==> config.mk <==
export PLATFORM = sky130hd
export DESIGN_NAME = hashed_timer_wheel_top
export DESIGN_NICKNAME = d
export VERILOG_FILES = /design/src/rtl/core/htw_pkg.sv /design/src/rtl/core/htw_ctrl.sv /design/src/rtl/core/htw_dp.sv /design/src/rtl/core/hashed_timer_wheel_top.sv
export SDC_FILE = /design/constraint.sdc
export NUM_CORES = 2
export LEC_CHECK = 0
export BUFFER_PORTS_ARGS = -buffer_cell sky130_fd_sc_hd__buf_2
export CORE_ASPECT_RATIO = 0.75
export CORE_MARGIN = 2
export CORE_UTILIZATION = 40
export DETAILED_ROUTE_END_ITERATION = 12
export GPL_ROUTABILITY_DRIVEN = 0
export RECOVER_POWER = 25
export SLEW_MARGIN = 20
export SYNTH_ARGS = -nofsm -noshare
export SYNTH_HDL_FRONTEND = slang
export SYNTH_SLANG_ARGS = --single-unit
==> constraint.sdc <==
create_clock -name clk -period 8.1 [get_ports clk]
set_input_delay 2.025 -clock clk [delete_from_list [all_inputs] [get_ports clk]]
set_output_delay 2.025 -clock clk [all_outputs]
set_load 0.05 [all_outputs]
==> src/rtl/core/htw_pkg.sv <==
// Package for the hashed timer wheel: word types, op codes, command/status.
// No dependencies.
package htw_pkg;

  localparam int MAX_TIMERS_DEF  = 32;
  localparam int WHEEL_SLOTS_DEF = 256;

  localparam logic [1:0] OP_START  = 2'd0;
  localparam logic [1:0] OP_CANCEL = 2'd1;
  localparam logic [1:0] OP_TICK   = 2'd2;
  localparam logic [1:0] OP_NONE   = 2'd3;

  localparam logic KIND_REPLY = 1'b0;
  localparam logic KIND_FIRE  = 1'b1;

  typedef struct packed {
    logic [1:0]  operation;
    logic [31:0] delay_ticks;
    logic [31:0] period_ticks;
    logic [15:0] event_code;
    logic [31:0] cancel_handle;
  } in_word_t;

  typedef struct packed {
    logic        kind;
    logic [31:0] timer_handle;
    logic [15:0] fired_event;
    logic        last;
  } out_word_t;

  typedef struct packed {
    logic latch;
    logic idx_inc;
    logic mod_load;
    logic mod_sel_period;
    logic mod_step;
    logic wr_start;
    logic wr_rearm;
    logic clr_valid;
    logic set_pend;
    logic emit_pend;
    logic pend_last;
    logic reply_full;
    logic tick_adv;
  } htw_cmd_t;

  typedef struct packed {
    logic [1:0] op;
    logic       idx_last;
    logic       cur_free;
    logic       cancel_hit;
    logic       tick_hit;
    logic       period_nz;
    logic       pend_v;
    logic       mod_done;
  } htw_stat_t;

endpackage

==> src/rtl/core/htw_ctrl.sv <==
// Sequencer for the hashed timer wheel: walks the table one entry at a time.
// Depends on htw_pkg.
module htw_ctrl (
  input  logic               clk,
  input  logic               rst_n,
  input  logic               start,
  input  logic [1:0]         in_op,
  output logic               busy,
  input  htw_pkg::htw_stat_t stat,
  output htw_pkg::htw_cmd_t  cmd
);

  localparam logic [2:0] S_IDLE = 3'd0;
  localparam logic [2:0] S_RD   = 3'd1;
  localparam logic [2:0] S_EV   = 3'd2;
  localparam logic [2:0] S_MOD  = 3'd3;
  localparam logic [2:0] S_WR   = 3'd4;
  localparam logic [2:0] S_FIN  = 3'd5;

  logic [2:0] state_r, state_nxt;

  assign busy = (state_r != S_IDLE);

  always_ff @(posedge clk) begin
    if (!rst_n) state_r <= S_IDLE;
    else        state_r <= state_nxt;
  end

  always_comb begin
    cmd       = '0;
    state_nxt = state_r;
    unique case (state_r)
      S_IDLE: begin
        if (start && in_op != htw_pkg::OP_NONE) begin
          cmd.latch = 1'b1;
          state_nxt = S_RD;
        end
      end
      S_RD: state_nxt = S_EV;
      S_EV: begin
        unique case (stat.op)
          htw_pkg::OP_START: begin
            if (stat.cur_free) begin
              cmd.mod_load = 1'b1;
              state_nxt    = S_MOD;
            end else if (stat.idx_last) begin
              cmd.reply_full = 1'b1;
              state_nxt      = S_IDLE;
            end else begin
              cmd.idx_inc = 1'b1;
              state_nxt   = S_RD;
            end
          end
          htw_pkg::OP_CANCEL: begin
            if (stat.cancel_hit) begin
              cmd.clr_valid = 1'b1;
              state_nxt     = S_IDLE;
            end else if (stat.idx_last) begin
              state_nxt = S_IDLE;
            end else begin
              cmd.idx_inc = 1'b1;
              state_nxt   = S_RD;
            end
          end
          default: begin
            if (stat.tick_hit) begin
              cmd.emit_pend = stat.pend_v;
              cmd.set_pend  = 1'b1;
            end
            if (stat.tick_hit && stat.period_nz) begin
              cmd.mod_load       = 1'b1;
              cmd.mod_sel_period = 1'b1;
              state_nxt          = S_MOD;
            end else begin
              cmd.clr_valid = stat.tick_hit;
              if (stat.idx_last) state_nxt = S_FIN;
              else begin
                cmd.idx_inc = 1'b1;
                state_nxt   = S_RD;
              end
            end
          end
        endcase
      end
      S_MOD: begin
        if (stat.mod_done) state_nxt = S_WR;
        else               cmd.mod_step = 1'b1;
      end
      S_WR: begin
        if (stat.op == htw_pkg::OP_START) begin
          cmd.wr_start = 1'b1;
          state_nxt    = S_IDLE;
        end else begin
          cmd.wr_rearm = 1'b1;
          if (stat.idx_last) state_nxt = S_FIN;
          else begin
            cmd.idx_inc = 1'b1;
            state_nxt   = S_RD;
          end
        end
      end
      S_FIN: begin
        cmd.emit_pend = stat.pend_v;
        cmd.pend_last = 1'b1;
        cmd.tick_adv  = 1'b1;
        state_nxt     = S_IDLE;
      end
      default: state_nxt = S_IDLE;
    endcase
  end

endmodule

==> src/rtl/core/htw_dp.sv <==
// Datapath for the hashed timer wheel: entry memories, valid bits, counters,
// reciprocal-multiply slot reducer and result register. Depends on htw_pkg.
module htw_dp #(
  parameter int MAX_TIMERS  = htw_pkg::MAX_TIMERS_DEF,
  parameter int WHEEL_SLOTS = htw_pkg::WHEEL_SLOTS_DEF
) (
  input  logic                clk,
  input  logic                rst_n,
  input  htw_pkg::in_word_t   in_word,
  input  htw_pkg::htw_cmd_t   cmd,
  output htw_pkg::htw_stat_t  stat,
  output logic                out_valid,
  output htw_pkg::out_word_t  out_word
);

  localparam int IDX_W  = (MAX_TIMERS > 1) ? $clog2(MAX_TIMERS) : 1;
  localparam int SLOT_W = (WHEEL_SLOTS > 1) ? $clog2(WHEEL_SLOTS) : 1;
  // ceil(2^(32+SLOT_W) / slots): quotient exact for any 32-bit dividend
  localparam logic [32:0] SLOT_RCP =
    33'(((64'd1 << (32 + SLOT_W)) + 64'(WHEEL_SLOTS) - 64'd1) / 64'(WHEEL_SLOTS));

  logic [31:0] exp_mem [MAX_TIMERS];
  logic [31:0] per_mem [MAX_TIMERS];
  logic [15:0] evt_mem [MAX_TIMERS];
  logic [31:0] hdl_mem [MAX_TIMERS];
  logic [SLOT_W-1:0] slt_mem [MAX_TIMERS];

  logic [31:0] exp_rd_r, per_rd_r, hdl_rd_r;
  logic [15:0] evt_rd_r;
  logic [SLOT_W-1:0] slt_rd_r;

  htw_pkg::in_word_t in_r;
  logic [MAX_TIMERS-1:0] valid_r;
  logic [IDX_W-1:0]      idx_r;
  logic [31:0]           tick_r, hctr_r;
  logic [SLOT_W-1:0]     slot_r;
  logic                  pend_v_r;
  logic [31:0]           pend_h_r;
  logic [15:0]           pend_e_r;

  // slot reducer: multiply by reciprocal, then subtract quotient times slots
  logic [31:0]       sum_r;
  logic [64:0]       prod_r;
  logic [31:0]       quot;
  logic [SLOT_W-1:0] rem_r;
  logic [1:0]        cnt_r;
  logic [31:0]       addend;

  logic              out_valid_r;
  htw_pkg::out_word_t out_r;

  assign addend = cmd.mod_sel_period ? per_rd_r : in_r.delay_ticks;
  assign quot   = 32'(prod_r >> (32 + SLOT_W));

  always_ff @(posedge clk) begin
    exp_rd_r <= exp_mem[idx_r];
    per_rd_r <= per_mem[idx_r];
    evt_rd_r <= evt_mem[idx_r];
    hdl_rd_r <= hdl_mem[idx_r];
    slt_rd_r <= slt_mem[idx_r];
    if (cmd.wr_start || cmd.wr_rearm) begin
      exp_mem[idx_r] <= sum_r;
      slt_mem[idx_r] <= rem_r;
    end
    if (cmd.wr_start) begin
      per_mem[idx_r] <= in_r.period_ticks;
      evt_mem[idx_r] <= in_r.event_code;
      hdl_mem[idx_r] <= hctr_r;
    end
  end

  always_ff @(posedge clk) begin
    if (cmd.latch) in_r <= in_word;
    if (cmd.set_pend) begin
      pend_h_r <= hdl_rd_r;
      pend_e_r <= evt_rd_r;
    end
    if (cmd.mod_load) begin
      sum_r <= tick_r + addend;
    end else if (cmd.mod_step) begin
      if (cnt_r == 2'd2) prod_r <= {33'd0, sum_r} * {32'd0, SLOT_RCP};
      else               rem_r  <= SLOT_W'(sum_r - quot * 32'(WHEEL_SLOTS));
    end
    if (cmd.emit_pend) begin
      out_r <= '{kind: htw_pkg::KIND_FIRE, timer_handle: pend_h_r,
                 fired_event: pend_e_r, last: cmd.pend_last};
    end else if (cmd.reply_full) begin
      out_r <= '{kind: htw_pkg::KIND_REPLY, timer_handle: 32'd0,
                 fired_event: 16'd0, last: 1'b1};
    end else if (cmd.wr_start) begin
      out_r <= '{kind: htw_pkg::KIND_REPLY, timer_handle: hctr_r,
                 fired_event: 16'd0, last: 1'b1};
    end
  end

  always_ff @(posedge clk) begin
    if (!rst_n) begin
      valid_r     <= '0;
      idx_r       <= '0;
      tick_r      <= '0;
      slot_r      <= '0;
      hctr_r      <= 32'd1;
      pend_v_r    <= 1'b0;
      cnt_r       <= '0;
      out_valid_r <= 1'b0;
    end else begin
      out_valid_r <= cmd.emit_pend || cmd.reply_full || cmd.wr_start;
      if (cmd.latch)        idx_r <= '0;
      else if (cmd.idx_inc) idx_r <= idx_r + 1'b1;
      if (cmd.wr_start)  valid_r[idx_r] <= 1'b1;
      if (cmd.clr_valid) valid_r[idx_r] <= 1'b0;
      if (cmd.wr_start) hctr_r <= (hctr_r == 32'hFFFF_FFFF) ? 32'd1 : hctr_r + 32'd1;
      if (cmd.latch || cmd.tick_adv) pend_v_r <= 1'b0;
      else if (cmd.set_pend)         pend_v_r <= 1'b1;
      if (cmd.mod_load)      cnt_r <= 2'd2;
      else if (cmd.mod_step) cnt_r <= cnt_r - 2'd1;
      if (cmd.tick_adv) begin
        tick_r <= tick_r + 32'd1;
        // slot follows tick mod slot count, restarting where the tick wraps
        if (tick_r == 32'hFFFF_FFFF || slot_r == SLOT_W'(WHEEL_SLOTS - 1))
          slot_r <= '0;
        else
          slot_r <= slot_r + 1'b1;
      end
    end
  end

  always_comb begin
    stat            = '0;
    stat.op         = in_r.operation;
    stat.idx_last   = (idx_r == IDX_W'(MAX_TIMERS - 1));
    stat.cur_free   = !valid_r[idx_r];
    stat.cancel_hit = valid_r[idx_r] && (hdl_rd_r == in_r.cancel_handle);
    stat.tick_hit   = valid_r[idx_r] && (slt_rd_r == slot_r) && (exp_rd_r <= tick_r);
    stat.period_nz  = (per_rd_r != 32'd0);
    stat.pend_v     = pend_v_r;
    stat.mod_done   = (cnt_r == 2'd0);
  end

  assign out_valid = out_valid_r;
  assign out_word  = out_r;

endmodule

==> src/rtl/core/hashed_timer_wheel_top.sv <==
// Top level of the hashed timer wheel timer table.
// Depends on htw_pkg, htw_ctrl and htw_dp.
//
// Usage notes
//   Input: a command word is taken on a clock edge with start high and busy
//   low. Operations: start timer, cancel timer, advance one tick; code 3 is
//   dropped at once and leaves busy low.
//   Output: each result word sits on out_word for one cycle with out_valid
//   high. The receiver cannot stall; every strobe is a delivered word.
//   A start gives one reply word (handle, 0 when the table is full); cancel
//   gives none; a tick gives one word per fired timer in entry order, the
//   final one flagged last.
//   Sequence: the sequencer walks the table one entry at a time (memory
//   read then evaluate). Expiry slots come from a reciprocal-multiply
//   reducer (sum, multiply, subtract) followed by a write, once per start
//   or per periodic re-arm.
//   Reset: synchronous, active low; clears valid bits, tick and slot count,
//   sets the handle counter to one. Entry memories are not cleared; an entry
//   only takes effect while its valid bit is set.
module hashed_timer_wheel_top #(
  parameter int MAX_TIMERS  = htw_pkg::MAX_TIMERS_DEF,
  parameter int WHEEL_SLOTS = htw_pkg::WHEEL_SLOTS_DEF
) (
  input  logic               clk,
  input  logic               rst_n,
  input  logic               start,
  output logic               busy,
  input  htw_pkg::in_word_t  in_word,
  output logic               out_valid,
  output htw_pkg::out_word_t out_word
);

  htw_pkg::htw_cmd_t  cmd;
  htw_pkg::htw_stat_t stat;

  // sequencer: owns the state, issues one command set per cycle
  htw_ctrl u_ctrl (
    .clk   (clk),
    .rst_n (rst_n),
    .start (start),
    .in_op (in_word.operation),
    .busy  (busy),
    .stat  (stat),
    .cmd   (cmd)
  );

  // storage, arithmetic and the result register
  htw_dp #(
    .MAX_TIMERS  (MAX_TIMERS),
    .WHEEL_SLOTS (WHEEL_SLOTS)
  ) u_dp (
    .clk       (clk),
    .rst_n     (rst_n),
    .in_word   (in_word),
    .cmd       (cmd),
    .stat      (stat),
    .out_valid (out_valid),
    .out_word  (out_word)
  );

endmodule

[Word-level counts from Yosys, hierarchy flattened]
Memories as Yosys holds them, arrays and structs flattened. A register that Yosys moved wholly into a read port is not among the register bits.
Cells that the tools add are included.
Storage, ports and cells
  flip-flop bits (word level): 368
  memory bits (writable): 3840
  input port bits: 117
  output and inout port bits: 52
  word-level logic and storage cells: 145
  memories: 5
Memory list
  u_dp.exp_mem: words 32, bits a word 32, read ports 1, clocked after memory_dff 1, write ports 1, RTL line htw_dp.sv:22  | logic [31:0] exp_mem [MAX_TIMERS];
  u_dp.hdl_mem: words 32, bits a word 32, read ports 1, clocked after memory_dff 1, write ports 1, RTL line htw_dp.sv:25  | logic [31:0] hdl_mem [MAX_TIMERS];
  u_dp.per_mem: words 32, bits a word 32, read ports 1, clocked after memory_dff 1, write ports 1, RTL line htw_dp.sv:23  | logic [31:0] per_mem [MAX_TIMERS];
  u_dp.evt_mem: words 32, bits a word 16, read ports 1, clocked after memory_dff 1, write ports 1, RTL line htw_dp.sv:24  | logic [15:0] evt_mem [MAX_TIMERS];
  u_dp.slt_mem: words 32, bits a word 8, read ports 1, clocked after memory_dff 1, write ports 1, RTL line htw_dp.sv:26  | logic [SLOT_W-1:0] slt_mem [MAX_TIMERS];
Cells by class
  $add $sub $neg: 7
  $lt $le $gt $ge: 3
  equality and inequality tests: 16
  multiplexer cells: 60
  bitwise gates (word level): 6
  reductions and logical operators: 25
Operators by type and width (count)
  $mux W32: 5
  $mux W50: 2
  $add A32 B1 Y32 const B: 2
  $eq A32 B32 Y1 const B: 2
  $mux W49: 1
  $add A32 B32 Y32: 1
  $and A32 B32 Y32: 1
  $eq A32 B32 Y1: 1
  $le A32 B32 Y1: 1
  $not A32 Y32: 1
  $or A32 B32 Y32: 1
  $reduce_bool A32 Y1: 1
  $mux W1: 28
  $mux W2: 9
  $mux W3: 5
  $pmux W3 S5: 1
  $pmux W1 S2: 5
  $add A8 B1 Y8 const B: 1
  $eq A8 B8 Y1: 1
  $eq A8 B8 Y1 const B: 1
  $mux W8: 1
  $reduce_or A2 Y1: 4
  $sub A8 B1 Y8 const B: 1
  $eq A3 B2 Y1 const B: 2
  other kinds (23): 39

[Longest topological paths before layout]
  depth in word-level cells: 10
  depth in mapped cells: 22

[Modules after synthesis]
From an unflattened synthesis, not the netlist that was laid out.
Unflattened totals
  cells, all modules: 7319
  area, all modules: 162330.7 µm²
By module, submodules not included
  htw_dp: times used 1, cells each 7266, area each 161946.6 µm²
  htw_ctrl: times used 1, cells each 53, area each 384.1 µm²

[Worst setup path before layout]
No wires, ideal clock.
  path kind: reg-to-reg
  start: register u_ctrl.state_r[2]
  end: register u_dp.valid_r[15]
  setup time: 0.096 ns
  arrival: 7.182 ns
  path slack: 0.822 ns
  stages on the path, launching flop included: 7
  path buffers: 0
  cell sequence: dfxtp_1 > inv_2 > nor3_1 > nand2_1 > nor3_1 > o21ai_0 > a31oi_1
On the way
  longest elaborated chain between the ends: 6
Ends and longest elaborated chain
  start, declared: RTL line htw_ctrl.sv:20  | logic [2:0] state_r, state_nxt;
  start signal, assigned: RTL line htw_ctrl.sv:26  | else state_r <= state_nxt;
  $eq A3 B3 Y1: RTL line htw_ctrl.sv:32  | unique case (state_r)
  $mux W2: RTL line htw_ctrl.sv:32
  $mux W32: RTL line htw_dp.sv:110  | if (cmd.wr_start) valid_r[idx_r] <= 1'b1;
  $mux W32: RTL line htw_dp.sv:97  | if (!rst_n) begin
  $and A32 B32 Y32 (no source line)
  $mux W32 *: RTL line htw_dp.sv:111  | if (cmd.clr_valid) valid_r[idx_r] <= 1'b0;
  end signal, assigned: RTL line htw_dp.sv:98  | valid_r <= '0;
  end signal, assigned by index: RTL line htw_dp.sv:110
  end signal, assigned by index: RTL line htw_dp.sv:111
  end, declared: RTL line htw_dp.sv:33  | logic [MAX_TIMERS-1:0] valid_r;
Mark *: on every way between the ends. The rest lies on a longest branch, timed or not. The select of a mux whose other input is x is not followed.
A chain may end at the register's enable or synchronous reset.

[Worst setup path after layout]
  start: register u_dp.tick_r[20]
  end: register u_dp.sum_r[31], data pin
On the way
  longest elaborated chain between the ends: 8
Ends and longest elaborated chain
  start, declared: RTL line htw_dp.sv:35  | logic [31:0] tick_r, hctr_r;
  start signal, assigned: RTL line htw_dp.sv:118  | tick_r <= tick_r + 32'd1;
  $le A32 B32 Y1: RTL line htw_dp.sv:134  | stat.tick_hit = valid_r[idx_r] && (slt_rd_r == slot_r) && (exp_rd_r <= tick_r);
  $logic_and A1 B1 Y1: RTL line htw_dp.sv:134
  $logic_and A1 B1 Y1: RTL line htw_ctrl.sv:70  | if (stat.tick_hit && stat.period_nz) begin
  $mux W2: RTL line htw_ctrl.sv:70
  $mux W1: RTL line htw_ctrl.sv:41  | unique case (stat.op)
  $mux W2: RTL line htw_ctrl.sv:32
  $mux W32: RTL line htw_dp.sv:52  | assign addend = cmd.mod_sel_period ? per_rd_r : in_r.delay_ticks;
  $add A32 B32 Y32 *: RTL line htw_dp.sv:79  | sum_r <= tick_r + addend;
  end signal, assigned: RTL line htw_dp.sv:79
  end, declared: RTL line htw_dp.sv:42  | logic [31:0] sum_r;
Mark *: on every way between the ends. The rest lies on a longest branch, timed or not.

==> impl_summary.md <==
Outcome
The flow ran to the end, but the final reports show violations. The final reports fail on max-capacitance violations, max-slew violations.

Yosys
Of the total synthesized cell area, the portion taken by XOR and XNOR cells is 0.690%. The portion of netlist area occupied by mux cells is 13.7%. Each instance of the synthesized netlist takes up on average 21.6 um^2. The cell area after technology mapping is 162,000 um^2. After synthesis, the largest family of logic cells by area is multiplexers. The largest total area in the synthesized netlist belongs to edfxtp_1. The number of synthesized flops with an enable pin is 4,091. The synthesized netlist net count is 7,714. The count of warnings emitted by yosys is 0. Summing the areas of all and, or, nand and nor instances in the mapped netlist gives 2.54% of the synthesized area. The top flip-flop cell by instance count after synthesis is edfxtp_1. Of the synthesized area, sequential elements account for 78.6%. Counting flops and latches in the post-synthesis netlist gives 4,328. Synthesis produced a netlist whose cell count is 7,521. The adder-cell share of the synthesized area is 0.590%.

The proportion of synthesized flip-flops having asynchronous set or reset is 0%. The synthesized netlist devotes 2.94% of its cell area to compound gates. After synthesis, the most frequently instantiated cells are edfxtp_1, mux4_2, a22oi_1, nand2_1, dfxtp_1. In the post-synthesis netlist, the biggest area contributors are edfxtp_1, mux4_2, dfxtp_1, a22oi_1, nand2_1. By instance count, the leading cell after synthesis is edfxtp_1. The distinct cell type count of the synthesized netlist is 79.

Of the post-synthesis cell area, the dominant cell type holds 75.6%.

Hold path
The min-delay analysis places its worst path in the category register to register. The worst hold path was traced through 0 stages.

GRT
The via count of the first global-routing pass is 80.2k. After global routing, the most crowded layer is met1. Global routing used 33.4% of the available met2 tracks. Entering global routing, the biggest net connects 151 pins.

The wire length of the first global-routing pass is 646,000 um. The initial antenna violation count is 36. Global routing finished with a remaining overflow of 0. Global routing consumed, on the met1 layer, 33.9% of the routing resources.

The global-route total usage across every layer is 22.3%. For met3 alone, demand over resource in global routing was 4.21%.

Place
The area after detailed placement is 171,000 um^2. The wire-length estimate of the detail-placed layout is 230,000 um. The number of placed instances with taps included is 12.9k. The pre-CTS setup slack is 1.06 ns. The total of buffers placed on input and output ports is 168.

Pwr
Summed over all cells, the static leakage comes to 56.4 nW. The total power density per cell area is 237 nW/um^2. The worst supply voltage drop on vdd is 0.210 mV.

Floorplan
The die covers 411,000 um^2. The placeable core region is 404,000 um^2. The initial core utilization is 40.2%.

169 I/O pins were placed. The number of placement rows is 202. In this run the vertical extent of the chip is 556 um. The overall die width is 740 um.

Critical path
The critical-path maximum fanout is 23. The maximum cell stage delay along the critical path is 0.82 ns. STA puts the critical path data required time at 8.80 ns.

The slowest stage of the critical path is the nand4b_2 cell. The endpoint kind of the worst setup timing path is a register. At the worst endpoint, the arrival time is 7.78 ns. In this design, the critical path's most frequently occurring cell is nand4_1. The number of cells on the worst reg-to-reg path is 20.

The signal on the critical path passes through inv_1 -> ha_1 -> nand4_1 -> nor4_1 -> nand3_1 -> o2bb2ai_1 -> a311oi_2 -> nand4b_2 -> mux2_2 -> ha_1 -> a21oi_1 -> nand4_1 -> nand4_1 -> nand4_1 -> o221a_2 -> o211a_1 -> a2111oi_0 -> o21bai_1 -> a21oi_1 -> xnor2_1. The worst setup path category is register to register. The kind of launch point of the worst setup path is a register.

Timing
The final hold violation count came to 0. Clock skew on the completed layout was measured at 0.0679 ns. The final max-slew violation count is 587.

After routing, the total negative slack on setup checks comes to 0 ns. Measured against its own limit, the worst slew margin works out to -29.2%. For this run, the top clock speed supported by timing is 141 MHz.

After layout, the minimum clock period comes to 7.07 ns. The final count of negative-setup-slack endpoints is 0. At the pin with the least slew margin, the transition time is 1.94 ns. Setup repair after global routing left no endpoint under its margin. The portion of the clock cycle consumed by the worst path in the final layout is 87.3%. In the post-route analysis, the smallest setup slack over all paths is 1.03 ns.

Route
In the routed design, unresolved DRC markers number 0. Dividing the detail-routed via count by the number of cells gives 6.05. The final route contains 82.4k vias. The routed design has 469,000 um of wire. Dividing the detail-routed wire length by the instance count gives 34.4 um. In this run the remaining antenna-violating nets after routing total 0. The first detailed-routing pass ran for 6 iterations. For this block, the initial DRC count from the detailed router was 13.5k.

Clock tree
The number of levels in the clock H-tree is 5. The number of clock sinks seen by CTS is 4,328. The number of buffers on the longest clock path is 4. At the later pin of the worst-skew pair, clock insertion delay measures 0.96 ns. The number of instances resized during post-cts repair is 0.

The TritonCTS clock tree is yes. The number of buffers inserted to repair setup after CTS is 0. The tree is rooted in a clkbuf_16. The clock buffer count from CTS is 394. Clock-pin slew was measured on the worst setup and hold paths at 0.07 ns. The number of hold buffers added after CTS is 0.

Finish
The combined flip-flop and latch cell area is 128,000 um^2. The post-route netlist has 24.2% of its cells at a drive strength greater than 1. The relative area change from synthesis to final layout is 13.3%. The core utilization of the finished layout is 45.6%.

In the final design database the tool counted 8,090 nets. The filler cells instantiated in the layout total 33.6k. The count of cells in the finished layout, fillers not included, comes to 13.6k. The footprint of the multi-input gates is 33,700 um^2. With fillers left out, the area of the finished cells amounts to 184,000 um^2.

Flow run
The tool flagged a number of max-cap violations equal to 16.
[metrics by stage]
stage | hold WS, ns | power [mW]
after floorplan | 0.386 | 25.1
after global placement | 0.388 | 25.3
after detailed placement | 0.389 | 25.3
after CTS | 0.405 | 43.9
after global routing | 0.410 | 44.8
final | 0.405 | 43.7
[sequential cells by signal, indices dropped and copies added (netlist names), 50 cells and up]
signal	count
u_dp.hdl_mem	1024
u_dp.per_mem	1024
u_dp.slt_mem	256
u_dp.out_word	50
u_dp.exp_mem	1024
u_dp.evt_mem	512
u_dp.in_r	112
[critical path, delay by kind of cell (launching register included)]
kind                     cells  cell delay [ns]
AND/OR/NAND/NOR              7             2.50
AO/OA/AOI/OAI                8             2.47
adder cells (fa/ha/maj)      2             0.66
multiplexers                 1             0.54
flip-flops                   1             0.43
buffers and inverters        1             0.10
XOR/XNOR                     1             0.09
[logic make-up (layout without fill, tap and decap cells)]
logic type      after synthesis  count (layout)
flops                      4328            4328
buf+inv                     430            1125
other cells                   0              13
mux                        1011            1011
fa+ha+maj                    76              76
simple gates                881             881
compound gates              667             667
xor+xnor                    128             128
[cell type report]
type                    count  area share, %
flip-flops and latches   4328           69.3
multi-input cells        2763           18.3
well taps                5406           3.68
inverters                  54          0.117
clock inverters           192           1.10
clock buffers             523           5.86
repair buffers            356           1.55
diodes                     13         0.0177
[cell usage in the layout (no fill, tap or decap), types with 10 or more instances in the layout]
cell        Yosys  layout
inv_1          50      49
edfxtp_1     4091    4091
buf_2          10     168
bufinv_16       0      38
dfxtp_1       237     234
mux2_2         32      32
buf_4           5     104
xnor2_1        69      69
and2_1         28      28
and4_1         10      10
clkinv_1        1      56
or3_1          13      13
buf_12          0      51
nor2_1        171     104
a21oi_1        74      74
mux4_2        960     960
diode_2         0      13
clkbuf_1      223     127
ha_1           75      75
clkinvlp_4      0      17
a31oi_1        11      11
clkinv_2        0      62
a22oi_1       402     402
nor3_1         25      19
a21o_1         13      13
and3_1         13      13
nand4_1       150     150
nand3_1        45      45
mux2i_1        16      16
xor2_1         59      59
o21ai_0        67      67
clkbuf_16       0     407
nor2_4          0      67
clkbuf_8        0      17
a22o_1         33      33
nor4_1         19      19
nand2_1       376     374
[path summary, 6_finish.rpt]
path | start | endpoint | slack [ns]
setup / recovery | u_dp.tick_r[20] | u_dp.sum_r[31] | 1.03
hold / removal | u_dp.evt_rd_r[0] | u_dp.pend_e_r[0] | 0.40
setup reg to reg | u_dp.tick_r[20] | u_dp.sum_r[31] | 1.03
hold reg to reg | u_dp.evt_rd_r[0] | u_dp.pend_e_r[0] | 0.40
[routing by layer]
metal,vias to the layer above,wire length (um)
li1,32200,-
met1,44800,198000
met2,4762,210000
met3,641,49000
met4,12,11700
met5,-,76
[where the power goes]
part | total [mW] | internal (mW) | switching [mW]
logic | 0.386 | 0.164 | 0.222
clock network | 18.8 | 10.6 | 8.23
registers | 24.5 | 24.3 | 0.156
total | 43.7 | 35.1 | 8.61
(Power assumes the default switching activity.)
